File: config.mk
export PLATFORM = sky130hd
export DESIGN_NAME = tty_input_line_discipline
export DESIGN_NICKNAME = d
export VERILOG_FILES = /design/src/ttyld_pkg.sv /design/src/ttyld_ram.sv /design/src/ttyld_ctrl.sv /design/src/ttyld_dp.sv /design/src/tty_input_line_discipline.sv
export SDC_FILE = /design/constraint.sdc
export NUM_CORES = 1
export LEC_CHECK = 0
export ABC_AREA = 1
export BUFFER_PORTS_ARGS = -buffer_cell sky130_fd_sc_hd__buf_2
export CAP_MARGIN = 20
export CORE_ASPECT_RATIO = 0.8
export CORE_MARGIN = 2
export CORE_UTILIZATION = 50
export DETAILED_ROUTE_END_ITERATION = 8
export PLACE_DENSITY = 0.76
export SYNTH_ARGS = -nofsm -noshare
export SYNTH_HDL_FRONTEND = slang
export SYNTH_SLANG_ARGS = --single-unit
File: constraint.sdc
create_clock -name clk -period 4.15 [get_ports clk]
set_input_delay 0.6225 -clock clk [delete_from_list [all_inputs] [get_ports clk]]
set_output_delay 0.6225 -clock clk [all_outputs]
set_load 0.01 [all_outputs]
File: src/ttyld_pkg.sv
package ttyld_pkg;

  // Line store geometry
  localparam int LINE_DEPTH = 32;
  localparam int ADDR_W     = $clog2(LINE_DEPTH);
  localparam int CNT_W      = 6;
  localparam int STEP_W     = 3;
  localparam int PADDR_W    = 5;

  // Character codes
  localparam logic [7:0] CH_NUL     = 8'd0;
  localparam logic [7:0] CH_BS      = 8'd8;
  localparam logic [7:0] CH_TAB     = 8'd9;
  localparam logic [7:0] CH_LF      = 8'd10;
  localparam logic [7:0] CH_CR      = 8'd13;
  localparam logic [7:0] CH_SP      = 8'd32;
  localparam logic [7:0] CH_CARET   = 8'd94;
  localparam logic [7:0] CH_DEL     = 8'd127;
  localparam logic [7:0] CARET_FLIP = 8'h40;
  localparam logic [7:0] CH_CTRL_LIM = 8'd32;

  // Result kinds
  typedef enum logic [2:0] {
    KIND_ECHO = 3'd0,
    KIND_DLV  = 3'd1,
    KIND_INTR = 3'd2,
    KIND_QUIT = 3'd3,
    KIND_DROP = 3'd4
  } kind_t;

  // Configuration register indexes
  typedef enum logic [2:0] {
    REG_MAP_CR     = 3'd0,
    REG_ENABLE_SIG = 3'd1,
    REG_CANONICAL  = 3'd2,
    REG_ECHO_ON    = 3'd3,
    REG_ECHO_STYLE = 3'd4,
    REG_INTR_CHAR  = 3'd5,
    REG_QUIT_CHAR  = 3'd6,
    REG_ERASE_CHAR = 3'd7
  } reg_t;

  typedef struct packed {
    logic       map_cr;
    logic       enable_signals;
    logic       canonical;
    logic       echo_on;
    logic [1:0] echo_style;
    logic [7:0] intr_char;
    logic [7:0] quit_char;
    logic [7:0] erase_char;
  } cfg_t;

  typedef enum logic [2:0] {
    ST_IDLE,
    ST_DECODE,
    ST_SHORT,
    ST_ERASE_RD,
    ST_LF_ECHO,
    ST_DRAIN,
    ST_LF_DLV
  } state_t;

  // What the held byte calls for
  typedef enum logic [2:0] {
    CAT_NONE,
    CAT_INTR,
    CAT_QUIT,
    CAT_LF,
    CAT_ERASE,
    CAT_DROP,
    CAT_STORE,
    CAT_RAW
  } cat_t;

  // Short result sequences
  typedef enum logic [2:0] {
    PAT_INTR,
    PAT_QUIT,
    PAT_DROP,
    PAT_ECHO,
    PAT_RAW,
    PAT_ERASE
  } pat_t;

  // Source of the next output word
  typedef enum logic [2:0] {
    SRC_NONE,
    SRC_SHORT,
    SRC_LF_ECHO,
    SRC_DRAIN,
    SRC_LF_DLV
  } src_t;

  typedef enum logic [1:0] {
    RAM_IDLE,
    RAM_WR,
    RAM_ERASE
  } ram_op_t;

  typedef struct packed {
    logic    load;
    logic    pat_load;
    pat_t    pat;
    ram_op_t ram_op;
    logic    inc;
    logic    dec;
    logic    e_load;
    logic    step_inc;
    logic    rd_clr;
    logic    cnt_clr;
    src_t    src;
  } cmd_t;

  typedef struct packed {
    cat_t             cat;
    logic             echo_on;
    logic             short_last;
    logic             drain_done;
    logic             cnt_zero;
    logic             out_free;
    logic [CNT_W-1:0] count;
  } status_t;

  function automatic logic is_ctrl(input logic [7:0] c);
    return ((c < CH_CTRL_LIM) && (c != CH_TAB) && (c != CH_LF)) || (c == CH_DEL);
  endfunction

  // Visual erase sequence: BS SP BS BS SP BS
  function automatic logic [7:0] erase_seq(input logic [STEP_W-1:0] step);
    logic [7:0] b;
    case (step)
      3'd1, 3'd4: b = CH_SP;
      default:    b = CH_BS;
    endcase
    return b;
  endfunction

  function automatic logic [7:0] echo_byte(input logic [7:0] c, input logic caret,
                                           input logic first);
    logic [7:0] b;
    if (caret) begin
      b = first ? CH_CARET : (c ^ CARET_FLIP);
    end else begin
      b = c;
    end
    return b;
  endfunction

endpackage

File: src/ttyld_ram.sv
module ttyld_ram #(
  parameter int WIDTH = 8,
  parameter int DEPTH = 32
) (
  input  logic                     clk,
  input  logic                     we,
  input  logic [$clog2(DEPTH)-1:0] addr,
  input  logic [WIDTH-1:0]         wdata,
  output logic [WIDTH-1:0]         rdata
);

  logic [WIDTH-1:0] mem [DEPTH];

  // Write one entry when enabled and read the addressed entry, read data registered
  always_ff @(posedge clk) begin
    if (we) begin
      mem[addr] <= wdata;
    end
    rdata <= mem[addr];
  end

endmodule

File: src/ttyld_ctrl.sv
module ttyld_ctrl (
  input  logic               clk,
  input  logic               rst,
  input  logic               in_valid,
  input  ttyld_pkg::status_t status,
  output logic               accept,
  output ttyld_pkg::cmd_t    cmd
);

  ttyld_pkg::state_t state, state_next;

  always_ff @(posedge clk) begin
    if (rst) begin
      state <= ttyld_pkg::ST_IDLE;
    end else begin
      state <= state_next;
    end
  end

  assign accept = (state == ttyld_pkg::ST_IDLE);

  // Next state
  always_comb begin
    state_next = state;
    unique case (state)
      ttyld_pkg::ST_IDLE: begin
        if (in_valid) state_next = ttyld_pkg::ST_DECODE;
      end
      ttyld_pkg::ST_DECODE: begin
        unique case (status.cat)
          ttyld_pkg::CAT_NONE:  state_next = ttyld_pkg::ST_IDLE;
          ttyld_pkg::CAT_LF:    state_next = ttyld_pkg::ST_LF_ECHO;
          ttyld_pkg::CAT_ERASE: state_next = ttyld_pkg::ST_ERASE_RD;
          ttyld_pkg::CAT_STORE: begin
            state_next = status.echo_on ? ttyld_pkg::ST_SHORT : ttyld_pkg::ST_IDLE;
          end
          default:              state_next = ttyld_pkg::ST_SHORT;
        endcase
      end
      ttyld_pkg::ST_ERASE_RD: begin
        state_next = status.echo_on ? ttyld_pkg::ST_SHORT : ttyld_pkg::ST_IDLE;
      end
      ttyld_pkg::ST_SHORT: begin
        if (status.out_free && status.short_last) state_next = ttyld_pkg::ST_IDLE;
      end
      ttyld_pkg::ST_LF_ECHO: begin
        if (!status.echo_on || status.out_free) begin
          state_next = status.cnt_zero ? ttyld_pkg::ST_LF_DLV : ttyld_pkg::ST_DRAIN;
        end
      end
      ttyld_pkg::ST_DRAIN: begin
        if (status.out_free && status.drain_done) state_next = ttyld_pkg::ST_LF_DLV;
      end
      ttyld_pkg::ST_LF_DLV: begin
        if (status.out_free) state_next = ttyld_pkg::ST_IDLE;
      end
      default: state_next = ttyld_pkg::ST_IDLE;
    endcase
  end

  // Commands to the datapath
  always_comb begin
    cmd        = '0;
    cmd.pat    = ttyld_pkg::PAT_INTR;
    cmd.ram_op = ttyld_pkg::RAM_IDLE;
    cmd.src    = ttyld_pkg::SRC_NONE;
    unique case (state)
      ttyld_pkg::ST_IDLE: begin
        cmd.load = in_valid;
      end
      ttyld_pkg::ST_DECODE: begin
        cmd.pat_load = 1'b1;
        unique case (status.cat)
          ttyld_pkg::CAT_INTR:  cmd.pat = ttyld_pkg::PAT_INTR;
          ttyld_pkg::CAT_QUIT:  cmd.pat = ttyld_pkg::PAT_QUIT;
          ttyld_pkg::CAT_DROP:  cmd.pat = ttyld_pkg::PAT_DROP;
          ttyld_pkg::CAT_RAW:   cmd.pat = ttyld_pkg::PAT_RAW;
          ttyld_pkg::CAT_ERASE: begin
            cmd.pat    = ttyld_pkg::PAT_ERASE;
            cmd.ram_op = ttyld_pkg::RAM_ERASE;
            cmd.dec    = 1'b1;
          end
          ttyld_pkg::CAT_STORE: begin
            cmd.pat    = ttyld_pkg::PAT_ECHO;
            cmd.ram_op = ttyld_pkg::RAM_WR;
            cmd.inc    = 1'b1;
          end
          default: cmd.pat = ttyld_pkg::PAT_INTR;
        endcase
      end
      ttyld_pkg::ST_ERASE_RD: begin
        cmd.e_load = 1'b1;
      end
      ttyld_pkg::ST_SHORT: begin
        if (status.out_free) begin
          cmd.src      = ttyld_pkg::SRC_SHORT;
          cmd.step_inc = !status.short_last;
        end
      end
      ttyld_pkg::ST_LF_ECHO: begin
        if (status.echo_on && status.out_free) cmd.src = ttyld_pkg::SRC_LF_ECHO;
      end
      ttyld_pkg::ST_DRAIN: begin
        if (status.out_free) begin
          cmd.src    = ttyld_pkg::SRC_DRAIN;
          cmd.rd_clr = status.drain_done;
        end
      end
      ttyld_pkg::ST_LF_DLV: begin
        if (status.out_free) begin
          cmd.src     = ttyld_pkg::SRC_LF_DLV;
          cmd.cnt_clr = 1'b1;
        end
      end
      default: cmd.load = 1'b0;
    endcase
  end

endmodule

File: src/ttyld_dp.sv
module ttyld_dp (
  input  logic               clk,
  input  logic               rst,
  input  ttyld_pkg::cfg_t    cfg,
  input  ttyld_pkg::cmd_t    cmd,
  input  logic [7:0]         rx_byte,
  input  logic               out_stall,
  output logic               out_valid,
  output logic [2:0]         kind,
  output logic [7:0]         out_byte,
  output logic               last,
  output ttyld_pkg::status_t status
);

  logic [7:0]                      byte_q;
  logic [7:0]                      e_q;
  logic [ttyld_pkg::CNT_W-1:0]     count;
  logic [ttyld_pkg::ADDR_W-1:0]    rd_idx;
  logic [ttyld_pkg::STEP_W-1:0]    step;
  ttyld_pkg::pat_t                 pat;

  logic                            ram_we;
  logic [ttyld_pkg::ADDR_W-1:0]    ram_addr;
  logic [7:0]                      ram_rdata;

  logic                            caret_c;
  logic                            ctl_e;
  logic [ttyld_pkg::STEP_W-1:0]    echo_len;
  logic [ttyld_pkg::STEP_W-1:0]    short_len;
  ttyld_pkg::kind_t                short_kind;
  logic [7:0]                      short_byte;
  ttyld_pkg::cat_t                 cat;
  logic                            cnt_full;

  // Hold the received byte, CR already mapped
  always_ff @(posedge clk) begin
    if (cmd.load) begin
      byte_q <= (cfg.map_cr && rx_byte == ttyld_pkg::CH_CR) ? ttyld_pkg::CH_LF : rx_byte;
    end
    if (cmd.e_load) begin
      e_q <= ram_rdata;
    end
  end

  // Line count, drain pointer, sequence step
  always_ff @(posedge clk) begin
    if (rst) begin
      count  <= '0;
      rd_idx <= '0;
      step   <= '0;
      pat    <= ttyld_pkg::PAT_INTR;
    end else begin
      if (cmd.cnt_clr) begin
        count <= '0;
      end else if (cmd.inc) begin
        count <= count + 1'b1;
      end else if (cmd.dec) begin
        count <= count - 1'b1;
      end
      if (cmd.rd_clr) begin
        rd_idx <= '0;
      end else if (cmd.src == ttyld_pkg::SRC_DRAIN) begin
        rd_idx <= rd_idx + 1'b1;
      end
      if (cmd.pat_load) begin
        pat  <= cmd.pat;
        step <= '0;
      end else if (cmd.step_inc) begin
        step <= step + 1'b1;
      end
    end
  end

  // Line store port: write at the tail, read the tail on erase, else stream the drain
  always_comb begin
    ram_we = 1'b0;
    unique case (cmd.ram_op)
      ttyld_pkg::RAM_WR: begin
        ram_we   = 1'b1;
        ram_addr = count[ttyld_pkg::ADDR_W-1:0];
      end
      ttyld_pkg::RAM_ERASE: begin
        ram_addr = count[ttyld_pkg::ADDR_W-1:0] - 1'b1;
      end
      default: begin
        ram_addr = (cmd.src == ttyld_pkg::SRC_DRAIN) ? rd_idx + 1'b1 : rd_idx;
      end
    endcase
  end

  ttyld_ram #(
    .WIDTH (8),
    .DEPTH (ttyld_pkg::LINE_DEPTH)
  ) u_line_store (
    .clk   (clk),
    .we    (ram_we),
    .addr  (ram_addr),
    .wdata (byte_q),
    .rdata (ram_rdata)
  );

  // Classify the held byte
  assign cnt_full = (count >= ttyld_pkg::CNT_W'(ttyld_pkg::LINE_DEPTH));

  always_comb begin
    if (byte_q == ttyld_pkg::CH_NUL) begin
      cat = ttyld_pkg::CAT_NONE;
    end else if (cfg.enable_signals && byte_q == cfg.intr_char) begin
      cat = ttyld_pkg::CAT_INTR;
    end else if (cfg.enable_signals && byte_q == cfg.quit_char) begin
      cat = ttyld_pkg::CAT_QUIT;
    end else if (!cfg.canonical) begin
      cat = ttyld_pkg::CAT_RAW;
    end else if (byte_q == ttyld_pkg::CH_LF) begin
      cat = ttyld_pkg::CAT_LF;
    end else if (byte_q == cfg.erase_char) begin
      cat = (count == '0) ? ttyld_pkg::CAT_NONE : ttyld_pkg::CAT_ERASE;
    end else if (cnt_full) begin
      cat = ttyld_pkg::CAT_DROP;
    end else begin
      cat = ttyld_pkg::CAT_STORE;
    end
  end

  // Word of the current short sequence
  assign caret_c  = ttyld_pkg::is_ctrl(byte_q) && cfg.echo_style[1];
  assign ctl_e    = ttyld_pkg::is_ctrl(e_q);
  assign echo_len = caret_c ? 3'd2 : 3'd1;

  always_comb begin
    short_kind = ttyld_pkg::KIND_ECHO;
    short_byte = '0;
    short_len  = 3'd1;
    case (pat)
      ttyld_pkg::PAT_INTR: short_kind = ttyld_pkg::KIND_INTR;
      ttyld_pkg::PAT_QUIT: short_kind = ttyld_pkg::KIND_QUIT;
      ttyld_pkg::PAT_DROP: short_kind = ttyld_pkg::KIND_DROP;
      ttyld_pkg::PAT_ECHO: begin
        short_len  = echo_len;
        short_byte = ttyld_pkg::echo_byte(byte_q, caret_c, step == 3'd0);
      end
      ttyld_pkg::PAT_RAW: begin
        short_len = cfg.echo_on ? 3'd1 + echo_len : 3'd1;
        if (step == 3'd0) begin
          short_kind = ttyld_pkg::KIND_DLV;
          short_byte = byte_q;
        end else begin
          short_byte = ttyld_pkg::echo_byte(byte_q, caret_c, step == 3'd1);
        end
      end
      ttyld_pkg::PAT_ERASE: begin
        if (cfg.echo_style[0]) begin
          short_len  = ctl_e ? 3'd6 : 3'd3;
          short_byte = ttyld_pkg::erase_seq(step);
        end else begin
          short_len  = ctl_e ? 3'd2 : 3'd1;
          short_byte = ttyld_pkg::CH_BS;
        end
      end
      default: short_len = 3'd1;
    endcase
  end

  // Output word register
  always_ff @(posedge clk) begin
    if (rst) begin
      out_valid <= 1'b0;
    end else if (cmd.src != ttyld_pkg::SRC_NONE) begin
      out_valid <= 1'b1;
    end else if (!out_stall) begin
      out_valid <= 1'b0;
    end
  end

  always_ff @(posedge clk) begin
    case (cmd.src)
      ttyld_pkg::SRC_SHORT: begin
        kind     <= short_kind;
        out_byte <= short_byte;
        last     <= (step == short_len - 3'd1);
      end
      ttyld_pkg::SRC_LF_ECHO: begin
        kind     <= ttyld_pkg::KIND_ECHO;
        out_byte <= ttyld_pkg::CH_LF;
        last     <= 1'b0;
      end
      ttyld_pkg::SRC_DRAIN: begin
        kind     <= ttyld_pkg::KIND_DLV;
        out_byte <= ram_rdata;
        last     <= 1'b0;
      end
      ttyld_pkg::SRC_LF_DLV: begin
        kind     <= ttyld_pkg::KIND_DLV;
        out_byte <= ttyld_pkg::CH_LF;
        last     <= 1'b1;
      end
      default: begin
        kind     <= kind;
      end
    endcase
  end

  // Status to the controller
  always_comb begin
    status.cat        = cat;
    status.echo_on    = cfg.echo_on;
    status.short_last = (step == short_len - 3'd1);
    status.drain_done = ({1'b0, rd_idx} + 1'b1 == count);
    status.cnt_zero   = (count == '0);
    status.out_free   = !out_valid || !out_stall;
    status.count      = count;
  end

endmodule

File: src/tty_input_line_discipline.sv
// Console input line discipline. Each received byte is accepted in the idle
// state and turned into zero to 34 result words (echo, delivered, interrupt,
// quit, drop), the last one flagged. The byte is classified in the decode
// state; short sequences follow, an erase first reads the line store, and a
// newline in canonical mode streams the whole stored line out of the
// single-port line store at one byte per cycle while the output is not
// stalled. A new byte is accepted once the previous one has handed its last
// word to the output register or has ended without words. Output stall holds
// the words until the output register is free. Configuration registers sit at
// byte addresses 4*index on the APB port and read back.
module tty_input_line_discipline (
  input  logic                            clk,
  input  logic                            rst,
  input  logic                            in_valid,
  output logic                            in_stall,
  input  logic [7:0]                      rx_byte,
  output logic                            out_valid,
  input  logic                            out_stall,
  output logic [2:0]                      kind,
  output logic [7:0]                      out_byte,
  output logic                            last,
  input  logic                            psel,
  input  logic                            penable,
  input  logic                            pwrite,
  input  logic [ttyld_pkg::PADDR_W-1:0]   paddr,
  input  logic [31:0]                     pwdata,
  output logic [31:0]                     prdata,
  output logic                            pready
);

  ttyld_pkg::cfg_t    cfg;
  ttyld_pkg::cmd_t    cmd;
  ttyld_pkg::status_t status;
  ttyld_pkg::reg_t    reg_sel;
  logic               accept;

  assign pready  = 1'b1;
  assign reg_sel = ttyld_pkg::reg_t'(paddr[ttyld_pkg::PADDR_W-1:2]);

  // Configuration register writes
  always_ff @(posedge clk) begin
    if (rst) begin
      cfg.map_cr         <= 1'b1;
      cfg.enable_signals <= 1'b1;
      cfg.canonical      <= 1'b1;
      cfg.echo_on        <= 1'b1;
      cfg.echo_style     <= 2'd3;
      cfg.intr_char      <= 8'd3;
      cfg.quit_char      <= 8'd28;
      cfg.erase_char     <= 8'd127;
    end else if (psel && penable && pwrite) begin
      unique case (reg_sel)
        ttyld_pkg::REG_MAP_CR:     cfg.map_cr         <= pwdata[0];
        ttyld_pkg::REG_ENABLE_SIG: cfg.enable_signals <= pwdata[0];
        ttyld_pkg::REG_CANONICAL:  cfg.canonical      <= pwdata[0];
        ttyld_pkg::REG_ECHO_ON:    cfg.echo_on        <= pwdata[0];
        ttyld_pkg::REG_ECHO_STYLE: cfg.echo_style     <= pwdata[1:0];
        ttyld_pkg::REG_INTR_CHAR:  cfg.intr_char      <= pwdata[7:0];
        ttyld_pkg::REG_QUIT_CHAR:  cfg.quit_char      <= pwdata[7:0];
        ttyld_pkg::REG_ERASE_CHAR: cfg.erase_char     <= pwdata[7:0];
        default:                   cfg.map_cr         <= cfg.map_cr;
      endcase
    end
  end

  // Register read back
  always_comb begin
    unique case (reg_sel)
      ttyld_pkg::REG_MAP_CR:     prdata = {31'd0, cfg.map_cr};
      ttyld_pkg::REG_ENABLE_SIG: prdata = {31'd0, cfg.enable_signals};
      ttyld_pkg::REG_CANONICAL:  prdata = {31'd0, cfg.canonical};
      ttyld_pkg::REG_ECHO_ON:    prdata = {31'd0, cfg.echo_on};
      ttyld_pkg::REG_ECHO_STYLE: prdata = {30'd0, cfg.echo_style};
      ttyld_pkg::REG_INTR_CHAR:  prdata = {24'd0, cfg.intr_char};
      ttyld_pkg::REG_QUIT_CHAR:  prdata = {24'd0, cfg.quit_char};
      ttyld_pkg::REG_ERASE_CHAR: prdata = {24'd0, cfg.erase_char};
      default:                   prdata = '0;
    endcase
  end

  assign in_stall = !accept;

  ttyld_ctrl u_ctrl (
    .clk      (clk),
    .rst      (rst),
    .in_valid (in_valid),
    .status   (status),
    .accept   (accept),
    .cmd      (cmd)
  );

  ttyld_dp u_dp (
    .clk       (clk),
    .rst       (rst),
    .cfg       (cfg),
    .cmd       (cmd),
    .rx_byte   (rx_byte),
    .out_stall (out_stall),
    .out_valid (out_valid),
    .kind      (kind),
    .out_byte  (out_byte),
    .last      (last),
    .status    (status)
  );

  // Line count stays within the store
  a_count_bound: assert property (@(posedge clk) disable iff (rst)
    status.count <= ttyld_pkg::CNT_W'(ttyld_pkg::LINE_DEPTH))
    else $error("line count beyond store depth");

  // One byte at a time: an accepted byte blocks the next cycle
  a_busy_after_accept: assert property (@(posedge clk) disable iff (rst)
    (in_valid && !in_stall) |=> in_stall)
    else $error("byte accepted while previous still in work");

  // Signal and drop words carry a zero byte
  a_zero_byte: assert property (@(posedge clk) disable iff (rst)
    (out_valid && kind != ttyld_pkg::KIND_ECHO && kind != ttyld_pkg::KIND_DLV)
      |-> (out_byte == 8'd0))
    else $error("nonzero byte on signal or drop word");

endmodule
==> results.json <==
{
  "status": "finished clean",
  "relSlewSlack": 0.247,
  "cts_made_buffers": 34,
  "gr-total-overflow": 0,
  "initial_core_util": 0.509,
  "netlist_area_mm2": 0.0150,
  "dieHeight_um": 159,
  "pwr-share-clk": 0.301,
  "cts_htree_levels": 2,
  "core_area_mm2": 0.0294,
  "crit_path_end_kind": "flip-flop",
  "first_pass_iters": 5,
  "netlist_top_cells_area": "edfxtp_1 57%, dfxtp_1 7.9%, nand2_1 7.9%, a22oi_1 6.5%, nor2_1 2.6%",
  "sw_frac_of_total": 0.317,
  "synth_top_family_by_area": "simple AND/OR/NAND/NOR gates",
  "max_freq_ghz": 0.252,
  "finalSetupTns_ns": 0,
  "r2r_slack_ns": 0.18,
  "synth_simple_gate_area_share": 0.151,
  "hold_start": "rx_byte[6]",
  "syn_inst": 1367,
  "fp.dieW_um": 198,
  "start_kind": "flip-flop",
  "grt_pass1_wl_um": 56000,
  "critPathKind": "flip-flop to flip-flop",
  "synth-adder-area-share": 0.0122,
  "yosys-mux-area-fraction": 0,
  "r2r-end": "u_dp.u_line_store.rdata[7]$_DFF_P_",
  "synthArstFlopShare": 0,
  "fin_worst_skew_ns": 0.0245,
  "ys_ff_latch": 343,
  "clk_path_buf_depth": 3,
  "post-route-period-util": 0.956,
  "syn_area_per_cell_um2": 11.0,
  "cts_sinks": 343,
  "min_to": "u_dp.byte_q[6]$_SDFFCE_PP0P_",
  "ff2ff_path_depth": 26,
  "fp.dieArea_mm2": 0.0314,
  "yosysSeqAreaShare": 0.648,
  "setup_violations": 0,
  "antenna_left": 0,
  "power_density_mw_per_mm2": 556,
  "peakVddDrop_mv": 0.300,
  "seqPwrFrac": 0.427,
  "holdWs_ns": 0.302,
  "arrival_ns": 4.32,
  "worstPathRequired_ns": 4.51,
  "drv_slew": 0,
  "rows": 56,
  "dr.first_iter.drc_count": 1239,
  "totalPowerFinal_w": 0.00968,
  "grt_antenna_before_repair": 0,
  "numPortBuffers": 47,
  "worst-path-max-fanout": 23,
  "drive_above_1_share": 0.166,
  "cts_tree": "built",
  "synth_top_cell_area_share": 0.569,
  "vias": 11000,
  "drc": 0,
  "grt_pass1_vias": 10400,
  "holdPathStages": 1,
  "cts-root-buf": "clkbuf_16",
  "synth_xor_area_frac": 0.0111,
  "min_path_type": "input port to flip-flop",
  "via_per_inst": 5.80,
  "hold_violations": 0,
  "cap_violations": 0,
  "place_area_mm2": 0.0162,
  "synth-main-ff-cell": "edfxtp_1",
  "final_nets": 1570,
  "io_pins": 99,
  "syn2layout_area_growth_pct": 16.1,
  "worst_slew_pin_slew_ns": 1.12,
  "yosysUniqueCellTypes": 51,
  "antenna_cells": 0,
  "wl_per_cell_um": 19.1,
  "combPwrFrac": 0.272,
  "clk_latency_ns": 0.51,
  "wirelength_um": 36300,
  "timing.rr.start": "u_dp.byte_q[4]$_SDFFCE_PP0P_",
  "design_area_mm2": 0.0174,
  "grt_usage": 0.228,
  "dp_hpwl_um": 24200,
  "power_leakage_nw": 6.69,
  "place.gp.congestion": 0.931,
  "synth_compound_gate_area_share": 0.119,
  "net-switching-power_w": 0.00307,
  "p_int_w": 0.00662,
  "path_clk_slew_ns": 0.07,
  "min_period_ns": 3.97,
  "grt_max_degree": 36,
  "synth_top_cell_by_area": "edfxtp_1",
  "yosysWarningCount": 0,
  "synth_edf_count": 284
}
## power by group through the flow
| stage | combinational (W) | clock (W) | sequential (W) |
|---|---|---|---|
| 2_1_floorplan | 0.00153 | 0 | 0.00421 |
| 3_3_place_gp | 0.00242 | 0 | 0.00419 |
| 3_5_place_dp | 0.00248 | 0 | 0.00420 |
| 4_1_cts | 0.00251 | 0.00295 | 0.00412 |
| 5_1_grt | 0.00288 | 0.00309 | 0.00414 |
| 6_report | 0.00264 | 0.00292 | 0.00413 |
## per-stage QoR
step	cells	setup WS, ns	utilization
finish	1904	0.183	0.591
global route	1904	-0.0268	0.591
CTS	1892	0.00177	0.585
detailed placement	1831	0.0160	0.549
global placement	1831	0.0495	0.549
floorplan	1390	0.0857	-
## cells in the final DEF, fill, tap and decap left out, types with 6 or more instances in the layout
cell         n
nand3_1     47
clkinv_2    10
inv_2       12
buf_4       90
buf_2       47
a21oi_1     42
buf_12      11
o211ai_1    12
nand2_1    311
nand2_2      6
edfxtp_1   284
clkbuf_16   34
nor2_1      93
ha_1        13
conb_1      25
dfxtp_1     59
nor3_1      15
o21ai_0     48
xnor2_1      8
xor2_1      10
nor2_4      10
a22oi_1    129
nor2_2      12
inv_1      104
nand4_1     23
## Yosys cell counts (2+ instances only)
| master | instances |
|---|---|
| a21o_1 | 2 |
| a21oi_1 | 43 |
| a221oi_1 | 3 |
| a22o_1 | 3 |
| a22oi_1 | 129 |
| a311o_1 | 2 |
| buf_2 | 22 |
| buf_4 | 31 |
| buf_6 | 4 |
| clkbuf_1 | 13 |
| conb_1 | 2 |
| dfxtp_1 | 59 |
| edfxtp_1 | 284 |
| ha_1 | 13 |
| inv_1 | 104 |
| inv_2 | 12 |
| nand2_1 | 314 |
| nand2_2 | 5 |
| nand3_1 | 48 |
| nand3b_1 | 2 |
| nand4_1 | 23 |
| nor2_1 | 105 |
| nor2_2 | 7 |
| nor2_4 | 3 |
| nor3_1 | 17 |
| nor4_1 | 4 |
| o211ai_1 | 12 |
| o21ai_0 | 48 |
| o21ai_1 | 2 |
| o21ai_2 | 3 |
| o221ai_1 | 5 |
| o22ai_1 | 6 |
| or2_2 | 2 |
| xnor2_1 | 9 |
| xor2_1 | 10 |
## area by class of cell
| cell class | count | area (um^2) |
|---|---|---|
| inverters | 116 | 435 |
| flip-flops and latches | 343 | 9710 |
| multi-input cells | 861 | 4620 |
| well taps | 377 | 472 |
| clock buffers | 40 | 883 |
| clock inverters | 19 | 154 |
| fillers | 2264 | 12000 |
| repair buffers | 148 | 1130 |
## per-layer routing
| layer | GRT usage | wire length [um] | vias up |
|---|---|---|---|
| li1 | - | - | 5092 |
| met3 | 0.0325 | 3220 | 65 |
| met1 | 0.345 | 16100 | 5302 |
| met2 | 0.346 | 16200 | 576 |
| met4 | 0.0578 | 732 | 0 |
| met5 | 0 | 0 | - |
## kinds of logic (layout without fill, tap and decap cells)
group,after synthesis,count (layout)
simple gates,536,536
xor+xnor,19,19
fa+ha+maj,14,14
compound gates,267,267
flops,343,343
other cells,2,25
buf+inv,186,323
## timing repair
action                     4_1_cts  5_1_grt
pin swaps                        0        7
gates resized for setup          1       23
buffers inserted                 2       12
setup endpoints to repair       11      254
hold buffers                     0        0
## worst max-delay path, stage by stage (launching register included)
cell	delay, ns
edfxtp_1	0.47
inv_1	0.14
buf_4	0.14
nand2_1	0.08
nor2_4	0.12
nand4_1	0.23
nand2_1	0.15
nor2_1	0.06
nand2_2	0.10
inv_1	0.08
nand2_2	0.13
nor3_4	0.06
buf_4	0.16
ha_1	0.30
buf_4	0.16
nand3_1	0.09
nand2_2	0.11
inv_2	0.12
nor2_4	0.06
buf_12	0.17
buf_12	0.16
a22oi_1	0.16
nand2_1	0.08
nand2_1	0.09
nand2_1	0.05
a21oi_1	0.16
nand3b_1	0.16
## state kept, by name, summed over array words and instances (netlist names), 5 cells and up
signal	count
cfg	30
u_dp.u_line_store.rdata	8
u_dp.count	6
u_dp.rd_idx	5
u_dp.out_byte	8
u_dp.u_line_store.mem	256
u_dp.byte_q	8
u_dp.e_q	8
## worst max-delay path by stage
stage	start	endpoint	slack [ns]
2_1_floorplan	u_dp.byte_q[3]$_SDFFCE_PP1P_	u_dp.u_line_store.mem[11][0]$_DFFE_PP_	0.09
3_3_place_gp	u_dp.count[1]$_SDFFE_PP0P_	u_dp.u_line_store.mem[17][1]$_DFFE_PP_	0.05
3_5_place_dp	u_dp.count[1]$_SDFFE_PP0P_	u_dp.u_line_store.mem[17][6]$_DFFE_PP_	0.02
4_1_cts	u_dp.byte_q[4]$_SDFFCE_PP0P_	u_dp.u_line_store.mem[8][7]$_DFFE_PP_	0.002
5_1_grt	u_dp.byte_q[4]$_SDFFCE_PP0P_	u_dp.u_line_store.rdata[0]$_DFF_P_	-0.03
6_report	u_dp.byte_q[4]$_SDFFCE_PP0P_	u_dp.u_line_store.rdata[7]$_DFF_P_	0.18
Power figures use the tool's default switching activity.
